$ cat src/hw/rtl/sld_pkg.sv
`timescale 1ns / 1ps
// Shared types and constants for the scanline lane center detector.
// Used by sld_run_tracker and scanline_lane_center_detector_core; no dependencies.
package sld_pkg;

  localparam int unsigned PixW = 8;
  localparam int unsigned PosW = 12;
  localparam int unsigned LineCntW = 10;

  // Register indexes of the configuration port
  typedef enum logic [1:0] {
    CFG_SIDE     = 2'd0,
    CFG_LANE     = 2'd1,
    CFG_SHOULDER = 2'd2
  } cfg_idx_e;

  // Direction codes
  localparam logic [1:0] DIR_NONE     = 2'd0;
  localparam logic [1:0] DIR_STRAIGHT = 2'd1;
  localparam logic [1:0] DIR_LEFT     = 2'd2;
  localparam logic [1:0] DIR_RIGHT    = 2'd3;

  typedef struct packed {
    logic [PixW-1:0] side;
    logic [PixW-1:0] lane;
    logic [PixW-1:0] shoulder;
  } cfg_t;

  // Per-line status after the current pixel has been applied
  typedef struct packed {
    logic            matched;
    logic [PosW-1:0] midpoint;
  } line_status_t;

  typedef struct packed {
    logic            lane_found;
    logic [PosW-1:0] midpoint;
    logic            dir_valid;
    logic [1:0]      direction;
  } result_t;

endpackage

$ cat src/hw/rtl/sld_run_tracker.sv
`timescale 1ns / 1ps
// Run-length tracker for one scanline: keeps the last runs and latches the lane center.
// Depends on sld_pkg.
module sld_run_tracker #(
  parameter int unsigned LINE_WIDTH = 4096
) (
  input  logic                         clk_i,
  input  logic                         rst_ni,
  input  logic                         step_i,
  input  logic [sld_pkg::PixW-1:0]     pixel_i,
  input  logic                         end_i,
  input  sld_pkg::cfg_t                cfg_i,
  output sld_pkg::line_status_t        status_o
);

  localparam int unsigned PosMaxInt = (LINE_WIDTH - 1 < 4095) ? (LINE_WIDTH - 1) : 4095;
  localparam logic [sld_pkg::PosW-1:0] PosMax = sld_pkg::PosW'(PosMaxInt);

  logic [sld_pkg::PosW-1:0] pos_q, pos_d;
  logic [sld_pkg::PixW-1:0] cur_q, cur_d;
  logic [sld_pkg::PixW-1:0] vh_q [4];
  logic [sld_pkg::PixW-1:0] vh_d [4];
  logic [sld_pkg::PosW-1:0] sh_q [3];
  logic [sld_pkg::PosW-1:0] sh_d [3];
  logic [2:0]               cnt_q, cnt_d;
  logic                     matched_q, matched_d;
  logic [sld_pkg::PosW-1:0] mid_q, mid_d;

  logic                     hit;
  logic [sld_pkg::PosW-1:0] lane_start;
  logic [sld_pkg::PosW-1:0] start_m1;
  logic [sld_pkg::PosW:0]   len_p1;
  logic [sld_pkg::PosW:0]   center;

  // Lane geometry from the stored run starts (starts never decrease on a line)
  assign lane_start = sh_q[1];
  assign start_m1   = (lane_start != '0) ? lane_start - 1'b1 : '0;
  assign len_p1     = {1'b0, sh_q[2] - sh_q[1]} + 1'b1;
  assign center     = {1'b0, start_m1} + {1'b0, len_p1[sld_pkg::PosW:1]};

  // Pattern shoulder, side, lane, side closes as a new shoulder run starts
  assign hit = !matched_q && (cnt_q >= 3'd3) &&
               (vh_q[1] == cfg_i.shoulder) && (vh_q[2] == cfg_i.side) &&
               (vh_q[3] == cfg_i.lane) && (cur_q == cfg_i.side) &&
               (pixel_i == cfg_i.shoulder);

  always_comb begin
    pos_d     = pos_q;
    cur_d     = cur_q;
    vh_d      = vh_q;
    sh_d      = sh_q;
    cnt_d     = cnt_q;
    matched_d = matched_q;
    mid_d     = mid_q;
    if (pos_q == '0) begin
      cur_d     = pixel_i;
      sh_d[2]   = '0;
      cnt_d     = '0;
      matched_d = 1'b0;
      mid_d     = '0;
    end else if (pixel_i != cur_q) begin
      vh_d[0] = vh_q[1];
      vh_d[1] = vh_q[2];
      vh_d[2] = vh_q[3];
      vh_d[3] = cur_q;
      sh_d[0] = sh_q[1];
      sh_d[1] = sh_q[2];
      sh_d[2] = pos_q;
      if (cnt_q < 3'd4) begin
        cnt_d = cnt_q + 1'b1;
      end
      cur_d = pixel_i;
      if (hit) begin
        matched_d = 1'b1;
        mid_d     = center[sld_pkg::PosW] ? '1 : center[sld_pkg::PosW-1:0];
      end
    end
    if (!end_i && pos_q < PosMax) begin
      pos_d = pos_q + 1'b1;
    end
  end

  assign status_o.matched  = matched_d;
  assign status_o.midpoint = mid_d;

  always_ff @(posedge clk_i or negedge rst_ni) begin
    if (!rst_ni) begin
      pos_q     <= '0;
      cur_q     <= '0;
      cnt_q     <= '0;
      matched_q <= 1'b0;
      mid_q     <= '0;
      for (int i = 0; i < 4; i++) vh_q[i] <= '0;
      for (int i = 0; i < 3; i++) sh_q[i] <= '0;
    end else if (step_i) begin
      if (end_i) begin
        pos_q     <= '0;
        cur_q     <= '0;
        cnt_q     <= '0;
        matched_q <= 1'b0;
        mid_q     <= '0;
        for (int i = 0; i < 4; i++) vh_q[i] <= '0;
        for (int i = 0; i < 3; i++) sh_q[i] <= '0;
      end else begin
        pos_q     <= pos_d;
        cur_q     <= cur_d;
        cnt_q     <= cnt_d;
        matched_q <= matched_d;
        mid_q     <= mid_d;
        vh_q      <= vh_d;
        sh_q      <= sh_d;
      end
    end
  end

endmodule

$ cat src/hw/rtl/scanline_lane_center_detector_core.sv
`timescale 1ns / 1ps
// Top level of the scanline lane center detector: frame statistics, direction, output stage.
// Depends on sld_pkg and sld_run_tracker.

// One pixel is taken per clock, with no gaps needed: the run tracker updates its state in the
// same cycle a pixel transfer completes, and a line-end pixel loads the one-per-line result into
// the output register, or the skid register while output is held. A two-entry output stage
// (output register plus skid register) lets pixels keep flowing while a result waits; in_stall_o
// rises only once both entries are full, i.e. a second line result arrives while the first is
// still held. Pixels that do not end a line never produce a result. Each line result carries
// the found flag and the lane center; the frame's last line result (frame_end, which also ends
// the line) adds the direction estimate comparing the frame's last found center with its first
// one. Position and line counters saturate. Configuration writes are always ready and take
// effect for the next pixel; they are meant to be done while the block is idle.
module scanline_lane_center_detector_core #(
  parameter int unsigned LINE_WIDTH = 4096,
  parameter int unsigned MAX_LINES  = 1024
) (
  input  logic                              clk_i,
  input  logic                              rst_ni,
  // configuration write channel
  input  logic                              cfg_valid_i,
  output logic                              cfg_ready_o,
  input  logic [1:0]                        cfg_index_i,
  input  logic [sld_pkg::PixW-1:0]          cfg_data_i,
  // pixel channel
  input  logic                              in_valid_i,
  output logic                              in_stall_o,
  input  logic [sld_pkg::PixW-1:0]          in_pixel_i,
  input  logic                              in_line_end_i,
  input  logic                              in_frame_end_i,
  // line result channel
  output logic                              out_valid_o,
  input  logic                              out_stall_i,
  output logic                              out_lane_found_o,
  output logic [sld_pkg::PosW-1:0]          out_midpoint_o,
  output logic                              out_direction_valid_o,
  output logic [1:0]                        out_direction_o
);

  localparam int unsigned LineMaxInt = (MAX_LINES < 1023) ? MAX_LINES : 1023;
  localparam logic [sld_pkg::LineCntW-1:0] LineMax = sld_pkg::LineCntW'(LineMaxInt);

  // ---------------------------------------------------------------- configuration
  sld_pkg::cfg_t cfg_q;

  assign cfg_ready_o = 1'b1;

  always_ff @(posedge clk_i or negedge rst_ni) begin
    if (!rst_ni) begin
      cfg_q.side     <= 8'd255;
      cfg_q.lane     <= 8'd128;
      cfg_q.shoulder <= 8'd0;
    end else if (cfg_valid_i) begin
      if (cfg_index_i == sld_pkg::CFG_SIDE)     cfg_q.side     <= cfg_data_i;
      if (cfg_index_i == sld_pkg::CFG_LANE)     cfg_q.lane     <= cfg_data_i;
      if (cfg_index_i == sld_pkg::CFG_SHOULDER) cfg_q.shoulder <= cfg_data_i;
    end
  end

  // ---------------------------------------------------------------- pixel transfer
  logic in_fire;
  logic line_done;

  assign in_fire   = in_valid_i && !in_stall_o;
  assign line_done = in_line_end_i || in_frame_end_i;  // frame end also closes the line

  // ---------------------------------------------------------------- per-line run tracking
  sld_pkg::line_status_t line_st;

  sld_run_tracker #(
    .LINE_WIDTH(LINE_WIDTH)
  ) u_run_tracker (
    .clk_i   (clk_i),
    .rst_ni  (rst_ni),
    .step_i  (in_fire),
    .pixel_i (in_pixel_i),
    .end_i   (line_done),
    .cfg_i   (cfg_q),
    .status_o(line_st)
  );

  // ---------------------------------------------------------------- frame statistics
  logic [sld_pkg::LineCntW-1:0] seen_q, seen_d;
  logic [sld_pkg::LineCntW-1:0] found_q, found_d;
  logic [sld_pkg::PosW-1:0]     first_q, first_d;
  logic [sld_pkg::PosW-1:0]     last_q, last_d;

  always_comb begin
    seen_d  = (seen_q < LineMax) ? seen_q + 1'b1 : seen_q;
    found_d = found_q;
    first_d = first_q;
    last_d  = last_q;
    if (line_st.matched) begin
      if (found_q == '0) first_d = line_st.midpoint;
      last_d = line_st.midpoint;
      if (found_q < LineMax) found_d = found_q + 1'b1;
    end
  end

  always_ff @(posedge clk_i or negedge rst_ni) begin
    if (!rst_ni) begin
      seen_q  <= '0;
      found_q <= '0;
      first_q <= '0;
      last_q  <= '0;
    end else if (in_fire && line_done) begin
      if (in_frame_end_i) begin
        seen_q  <= '0;
        found_q <= '0;
        first_q <= '0;
        last_q  <= '0;
      end else begin
        seen_q  <= seen_d;
        found_q <= found_d;
        first_q <= first_d;
        last_q  <= last_d;
      end
    end
  end

  // ---------------------------------------------------------------- direction estimate
  // Enough lines found when 10*found >= 7*seen; straight when 0.8 <= last/first <= 1.2,
  // both tested by cross-multiplying with small constants.
  logic [13:0] found_x10, seen_x7;
  logic [15:0] last_x10, first_x8, first_x12;
  logic [1:0]  dir;

  assign found_x10 = 14'(found_d) * 14'd10;
  assign seen_x7   = 14'(seen_d) * 14'd7;
  assign last_x10  = 16'(last_d) * 16'd10;
  assign first_x8  = 16'(first_d) * 16'd8;
  assign first_x12 = 16'(first_d) * 16'd12;

  always_comb begin
    if (found_d == '0 || found_x10 < seen_x7) begin
      dir = sld_pkg::DIR_NONE;
    end else if (last_x10 <= first_x12 && last_x10 >= first_x8) begin
      dir = sld_pkg::DIR_STRAIGHT;
    end else if (first_d < last_d) begin
      dir = sld_pkg::DIR_LEFT;
    end else begin
      dir = sld_pkg::DIR_RIGHT;
    end
  end

  sld_pkg::result_t res;

  assign res.lane_found = line_st.matched;
  assign res.midpoint   = line_st.matched ? line_st.midpoint : '0;
  assign res.dir_valid  = in_frame_end_i;
  assign res.direction  = in_frame_end_i ? dir : sld_pkg::DIR_NONE;

  // ---------------------------------------------------------------- output stage
  // Output register plus one skid entry; the skid only fills while the output is held.
  logic             res_vld;
  logic             out_vld_q, skid_vld_q;
  sld_pkg::result_t out_q, skid_q;
  logic             out_free;

  assign res_vld    = in_fire && line_done;
  assign out_free   = !out_vld_q || !out_stall_i;
  assign in_stall_o = skid_vld_q;

  always_ff @(posedge clk_i or negedge rst_ni) begin
    if (!rst_ni) begin
      out_vld_q  <= 1'b0;
      skid_vld_q <= 1'b0;
    end else if (out_free) begin
      if (skid_vld_q) begin
        out_vld_q  <= 1'b1;
        skid_vld_q <= 1'b0;
      end else begin
        out_vld_q <= res_vld;
      end
    end else if (res_vld) begin
      skid_vld_q <= 1'b1;
    end
  end

  always_ff @(posedge clk_i) begin
    if (out_free) begin
      if (skid_vld_q) out_q <= skid_q;
      else if (res_vld) out_q <= res;
    end else if (res_vld) begin
      skid_q <= res;
    end
  end

  assign out_valid_o           = out_vld_q;
  assign out_lane_found_o      = out_q.lane_found;
  assign out_midpoint_o        = out_q.midpoint;
  assign out_direction_valid_o = out_q.dir_valid;
  assign out_direction_o       = out_q.direction;

  // ---------------------------------------------------------------- assertions
  // skid entry is only ever occupied behind a held output
  a_skid_behind_out: assert property (@(posedge clk_i) disable iff (!rst_ni)
    skid_vld_q |-> out_vld_q)
    else $error("skid entry valid while output register empty");

  // found lines can never exceed lines seen in the frame
  a_found_le_seen: assert property (@(posedge clk_i) disable iff (!rst_ni)
    found_q <= seen_q)
    else $error("found line count exceeds line count");

  // a line without a lane reports a zero center
  a_mid_zero: assert property (@(posedge clk_i) disable iff (!rst_ni)
    (out_vld_q && !out_q.lane_found) |-> (out_q.midpoint == '0))
    else $error("midpoint nonzero on a line without lane");

  // direction is only reported on a frame's last line
  a_dir_none: assert property (@(posedge clk_i) disable iff (!rst_ni)
    (out_vld_q && !out_q.dir_valid) |-> (out_q.direction == sld_pkg::DIR_NONE))
    else $error("direction set outside frame end");

endmodule
$ cat config.mk
export PLATFORM = sky130hd
export DESIGN_NAME = scanline_lane_center_detector_core
export DESIGN_NICKNAME = d
export VERILOG_FILES = /design/src/hw/rtl/sld_pkg.sv /design/src/hw/rtl/sld_run_tracker.sv /design/src/hw/rtl/scanline_lane_center_detector_core.sv
export SDC_FILE = /design/constraint.sdc
export NUM_CORES = 1
export LEC_CHECK = 0
export BUFFER_PORTS_ARGS = -buffer_cell sky130_fd_sc_hd__buf_2
export CAP_MARGIN = 25
export CELL_PAD_IN_SITES_DETAIL_PLACEMENT = 0
export CELL_PAD_IN_SITES_GLOBAL_PLACEMENT = 1
export CORE_MARGIN = 3
export CORE_UTILIZATION = 45
export CTS_CLUSTER_SIZE = 25
export DETAILED_ROUTE_END_ITERATION = 7
export PLACE_DENSITY = 0.82
export SETUP_SLACK_MARGIN = 0.1
export SYNTH_ARGS = -nofsm -noshare
export SYNTH_HDL_FRONTEND = slang
export SYNTH_SLANG_ARGS = --single-unit
$ cat constraint.sdc
create_clock -name clk_i -period 9.36 [get_ports clk_i]
set_clock_uncertainty 0.05 [all_clocks]
set_input_delay 1.404 -clock clk_i [delete_from_list [all_inputs] [get_ports clk_i]]
set_output_delay 1.404 -clock clk_i [all_outputs]
set_load 0.01 [all_outputs]
==> flow_metrics.tcl, run 1 <==
set metrics [dict create \
    tns_ns 0 \
    yosysMostFrequentCell "nand2_1" \
    grt_pass1_wl_um 55100 \
    ys.flop_type "dfrtp_1" \
    worst_path_max_delay_cell "or4b_2" \
    cts_tree "built" \
    synth_area_um2 13600 \
    worstPathMaxFanout 8 \
    power_mw 1.98 \
    syn_avg_cell_area_um2 8.96 \
    cts.sinks 186 \
    synth-seq-cells 186 \
    yosys_warnings 0 \
    diodes 0 \
    fin_cells 1954 \
    numCtsBuffers 17 \
    clk_pin_slew_ns 0.08 \
    viasPerCell 5.61 \
    rows 62 \
    min_to "u_run_tracker.mid_q[3]" \
    run_status "complete, no violations" \
    dieArea_um2 32300 \
    yosys-top-cells-count "nand2_1, dfrtp_1, ha_1" \
    crit_required_ns 9.51 \
    dpl.cell_count 1918 \
    r2r_end "out_direction_o[0]" \
    finalWeightedCongestion 0.923 \
    multi_input_area_um2 8320 \
    clock_latency_ns 0.44 \
    yosysTopAreaCellShare_pct 26.8 \
    routed_wirelength_um 32800 \
    synthCells 1513 \
    cts.path.max_buffers 2 \
    die_h_um 180 \
    setup_violations 0 \
    nets 1737 \
    hpwl_um 24300 \
    fin_crit_ns 8.56 \
    rsz0062_at_grt "no" \
    wl_per_cell_um 16.8 \
    synth_fp_nets 1693 \
    ant_nets 0 \
    fill_cells 2713 \
    crit_type "reg -> reg" \
    hold_viol 0 \
    p_leak_nw 7.07 \
    yosysSeqAreaShare_pct 35.6 \
    ff2ff_setup_slack_ns 0.80 \
    start_util_pct 46.5 \
    synth_area_leaders "dfrtp_1, ha_1, edfxtp_1, nand2_1, o21ai_0" \
    arrival_ns 8.71 \
    grt_usage_pct 20.4 \
    cts_root_buf "clkbuf_16" \
    cp_num_buf_inv 4 \
    drv_slew 0 \
    irDropWorstVdd_mv 0.124 \
    reg2reg_depth 40 \
    first_pass_iters 5 \
    io_buffers 42 \
    final_layout_size_suffix_gt1_share_pct 12.7 \
    final-seq-area_um2 4830 \
    synthDistinctLibCells 76 \
    holdPathStages 2 \
    cp_top_family "compound AO/OA/AOI/OAI gates" \
    reg2reg_from "u_run_tracker.lane_start[0]" \
    vias 11000 \
    cp_common_cell "ha_1" \
    hold-worst-slack_ns 0.430 \
    synth_edf_count 32 \
    drc 0 \
    ios 44 \
    grt_pass1_vias 10700 \
    drtIter0Drc 781 \
    synth_area_leader_cell "dfrtp_1" \
    fin_ws_ns 0.797 \
    p_per_area_nw_per_um2 131 \
    holdCritPathClass "reg -> reg" \
    cts_max_level 4 \
    slowest_delay_ns 0.58 \
    antenna_found_initial 0 \
    worstSetupStartpointType "register" \
    ctsHoldBuffers 0 \
    slew_headroom_pct 34.1 \
    async_reset_ff_share_pct 82.8 \
    fmax_ghz 0.117 \
    end_kind "register" \
    max_cap_viol_count 0 \
    core_area_um2 29200 \
    synthToLayoutAreaGrowth_pct 11.3 \
    hold_start "u_run_tracker.mid_q[3]" \
    grt_start_max_net_pins 99 \
    finalCritPeriodShare_pct 91.5 \
    worst_slew_pin_slew_ns 0.981 \
    dp_slack_ns 0.217 \
    overflow 0 \
    die_w_um 180 \
]
## cells in the final DEF, fill, tap and decap left out, types with 6 or more instances in the layout
cell       instances
clkbuf_16         17
buf_4             36
xor2_1            60
a22o_1            17
nand2b_1          10
a21oi_2            9
o21a_1            11
o31ai_1            8
a211oi_1          10
nand2_1          217
o21ai_1            7
o21ai_0          119
inv_1             95
mux2i_1           10
and4_1             6
nor2b_1           12
and3_1            10
nand4_1           16
o21bai_1          16
mux2_2            39
nor4_1            21
nor3_1            35
a22oi_1            6
a21o_1            28
or3_1             14
fa_1              14
dfstp_2            9
xnor2_1           51
buf_2             41
dfrtp_1          145
edfxtp_1          32
nand3_1           56
nor2_1            80
a31oi_1            8
ha_1             141
a21oi_1           59
## repair_timing
item	CTS	global route
endpoints found under the setup margin	0	4
setup buffers	0	4
gates resized for setup	0	35
## layout make-up
class	instances	area share [%]
flip-flops and latches	186	32.0
clock buffers	19	2.89
repair buffers	80	3.43
well taps	384	3.18
inverters	95	2.36
clock inverters	13	1.01
multi-input cells	1177	55.1
## worst min-delay path, stage by stage (launching register included)
cell and delay (ns):
dfrtp_1 0.34, nand2_1 0.05, o31ai_1 0.06
## state kept, by name (all words and copies together), names as in the netlist, 2 cells and up
| name | cells |
|---|---|
| skid_q | 16 |
| u_run_tracker.pos_q | 12 |
| u_run_tracker.sh_q | 12 |
| first_q | 12 |
| cfg_q | 24 |
| u_run_tracker.lane_start | 12 |
| u_run_tracker.cnt_q | 3 |
| found_q | 10 |
| out_direction_o | 2 |
| u_run_tracker.cur_q | 8 |
| out_midpoint_o | 12 |
| last_q | 12 |
| u_run_tracker.vh_q | 24 |
| u_run_tracker.mid_q | 12 |
| seen_q | 10 |
## power by group
| group | leakage [nW] | total, mW | internal, mW | switching, mW |
|---|---|---|---|---|
| Sequential | 2.38 | 0.905 | 0.869 | 0.0358 |
| Clock | 0.291 | 0.749 | 0.386 | 0.364 |
| Combinational | 4.40 | 0.330 | 0.132 | 0.198 |
| Total | 7.07 | 1.98 | 1.39 | 0.597 |
## how the worst max path moves through the flow
| stage | depth (start not counted) | endpoint | slack [ns] | from |
|---|---|---|---|---|
| after floorplan | 38 | out_direction_o[0] | 0.82 | u_run_tracker.lane_start[0] |
| after global placement | 43 | out_direction_o[0] | 0.43 | u_run_tracker.lane_start[0] |
| after detailed placement | 44 | out_direction_o[1] | 0.22 | u_run_tracker.lane_start[0] |
| after CTS | 44 | out_direction_o[1] | 0.16 | u_run_tracker.lane_start[0] |
| after global routing | 43 | out_direction_o[0] | 0.1 | u_run_tracker.lane_start[0] |
| final | 40 | out_direction_o[0] | 0.80 | u_run_tracker.lane_start[0] |
## cell families (layout without fill, tap and decap cells)
logic type / count (synthesis) / after routing / share of synthesized area (%)
muxes: 51 / 51 / 4.16
other: 1 / 1 / 0.0277
adders and majority gates: 155 / 155 / 15.1
xor gates and xnor gates: 114 / 114 / 7.36
and+or+nand+nor: 511 / 511 / 17.6
AOI/OAI and AO/OA: 345 / 345 / 16.0
DFF: 186 / 186 / 35.6
buffers and inverters: 150 / 207 / 4.18
## layer usage
layer | share of wire, % | GRT usage [%]
met3 | 3.6 | 2.77
met1 | 48 | 28.4
met2 | 47 | 33.7
met5 | 0 | 0
met4 | 1.7 | 5.45
## stage by stage
stage / util, % / instance area (µm²)
6_report: 51.8 / 15100
3_3_place_gp: 49.1 / 14300
2_1_floorplan: - / 13600
4_1_cts: 51.2 / 14900
5_1_grt: 51.8 / 15100
3_5_place_dp: 49.2 / 14400
(Power assumes the default switching activity.)
==> run 2: changes to the inputs <==
ABC_AREA = 1   (was default)
ABC_CLOCK_PERIOD_IN_PS = 9360   (was default)
PLACE_DENSITY = 0.85   (was 0.82)
==> flow_metrics.tcl, run 2 <==
set metrics [dict create \
    antenna_found_initial 0 \
    numCtsBuffers 17 \
    met3_length_um 1040 \
    drc 0 \
    tns_ns 0 \
    hold_viol 0 \
    dp_slack_ns 0.998 \
    syn_avg_cell_area_um2 7.58 \
    arrival_ns 8.44 \
    cts_root_buf "clkbuf_16" \
    yosysSeqAreaShare_pct 34.3 \
    clk_pin_slew_ns 0.08 \
    synthCells 1854 \
    synth_fp_nets 2034 \
    vias 12000 \
    diodes 0 \
    synth_area_leaders "dfrtp_1, ha_1, nand2_1, inv_1, edfxtp_1" \
    io_buffers 42 \
    cts_max_level 4 \
    rows 64 \
    synthDistinctLibCells 55 \
    worst_path_max_delay_cell "o41ai_2" \
    fmax_ghz 0.121 \
    worstPathMaxFanout 8 \
    slew_headroom_pct 42.1 \
    place_area_um2 14700 \
    grt_pass1_wl_um 59300 \
    nets 2066 \
    final_cell_mix "nand2_1, inv_1, dfrtp_1" \
    yosys_warnings 0 \
    crit_start "u_run_tracker.lane_start[0]" \
    ff2ff_setup_slack_ns 1.08 \
    grt_usage_pct 21.8 \
    hold-worst-slack_ns 0.438 \
    p_leak_nw 8.05 \
    grt_pass1_vias 11800 \
    post_cts_buffers 0 \
    holdPathStages 2 \
    final_layout_size_suffix_gt1_share_pct 7.21 \
    max_cap_viol_count 0 \
    grt_start_max_net_pins 77 \
    cts.sinks 186 \
    yosysTopAreaCellShare_pct 25.8 \
    first_pass_iters 6 \
    clock_latency_ns 0.45 \
    worstSetupStartpointType "register" \
    final_util_pct 49.9 \
    fin_ws_ns 1.08 \
    end_kind "register" \
    slowest_delay_ns 0.47 \
    cp_common_cell "nand2_1" \
    dpl.cell_count 2263 \
    top_layer_used "met4" \
    overflow 0 \
    yosys-top-cells-count "nand2_1, inv_1, dfrtp_1" \
    cts_tree "built" \
    die_w_um 183 \
    mostFrequentLayoutCell "nand2_1" \
    drv_slew 0 \
    wl_per_cell_um 15.5 \
    fin_area_um2 15300 \
    routed_wirelength_um 35600 \
    start_util_pct 45.8 \
    ys.flop_type "dfrtp_1" \
    crit_required_ns 9.52 \
    cts.path.max_buffers 2 \
    viasPerCell 5.24 \
    ant_nets 0 \
    synth_edf_count 32 \
    irDropWorstVdd_mv 0.127 \
    yosysMostFrequentCell "nand2_1" \
    crit_type "reg -> reg" \
    synth-seq-cells 186 \
    reg_top3 "cfg_q (24), u_run_tracker.vh_q (24), skid_q (16)" \
    synth_area_um2 14100 \
    run_status "complete, no violations" \
    reg2reg_from "u_run_tracker.lane_start[0]" \
    die_h_um 183 \
    power_mw 1.98 \
    p_per_area_nw_per_um2 130 \
    drtIter0Drc 681 \
    dieArea_um2 33400 \
    rsz0062_at_grt "no" \
    async_reset_ff_share_pct 82.8 \
    fin_cells 2295 \
    worst_slew_pin_slew_ns 0.860 \
    synthToLayoutAreaGrowth_pct 8.93 \
    finalWeightedCongestion 0.910 \
    setup_violations 0 \
    finalCritPeriodShare_pct 88.5 \
    hpwl_um 27400 \
    synth_area_leader_cell "dfrtp_1" \
    fin_crit_ns 8.28 \
    wl_met2_um 16700 \
    wl_met1_um 17000 \
    reg2reg_depth 45 \
    ios 44 \
    holdCritPathClass "reg -> reg" \
    core_area_um2 30700 \
    hold_start "last_q[8]" \
]
run 2: layer usage:
metal / global-route usage [%] / vias to the layer above
met5: 0 / -
met4: 6.34 / 0
li1: - / 6139
met2: 37.0 / 221
met3: 2.25 / 61
met1: 29.6 / 5609
run 2: worst paths after layout:
kind | to
max | out_direction_o[1]
min | last_q[8]
max reg2reg | out_direction_o[1]
min reg2reg | last_q[8]
max in group asynchronous | cfg_q[18]
min in group asynchronous | cfg_q[12]
run 2: cells by family (layout without fill, tap and decap cells):
| kind of cell | count (synthesis) | after routing | share of synthesized area, % |
|---|---|---|---|
| other | 1 | 1 | 0.0267 |
| adders and majority gates | 155 | 155 | 14.6 |
| DFF | 186 | 186 | 34.3 |
| buffers and inverters | 357 | 402 | 9.74 |
| AOI/OAI and AO/OA | 347 | 347 | 13.9 |
| xor gates and xnor gates | 89 | 89 | 5.55 |
| and+or+nand+nor | 719 | 719 | 21.9 |
run 2: final cells by class:
class / instances / area (µm²)
fill: 3001 / 15400
multi-input combinational: 1311 / 7880
sequential: 186 / 4830
inverter: 318 / 1200
tap: 396 / 495
clock buffer: 19 / 464
timing repair buffer: 52 / 312
clock inverter: 13 / 126
run 2: timing repair:
action                                  CTS  global route
hold buffers                              0             0
endpoints found under the setup margin    0             2
resized for setup                         0             2
run 2: report_power, final:
| part | internal (mW) | switching [mW] | leakage, nW |
|---|---|---|---|
| Sequential | 0.865 | 0.0364 | 2.39 |
| Clock | 0.377 | 0.367 | 0.290 |
| Combinational | 0.116 | 0.224 | 5.37 |
| Total | 1.36 | 0.627 | 8.05 |
run 2: worst max-delay path, delay by kind of cell, from the launching register on:
| family | cells | cell delay, ns |
|---|---|---|
| AOI/OAI and AO/OA | 13 | 2.74 |
| adders and majority gates | 7 | 2.13 |
| and+or+nand+nor | 17 | 1.85 |
| buffers and inverters | 6 | 0.51 |
| DFF | 1 | 0.41 |
| xor gates and xnor gates | 2 | 0.33 |
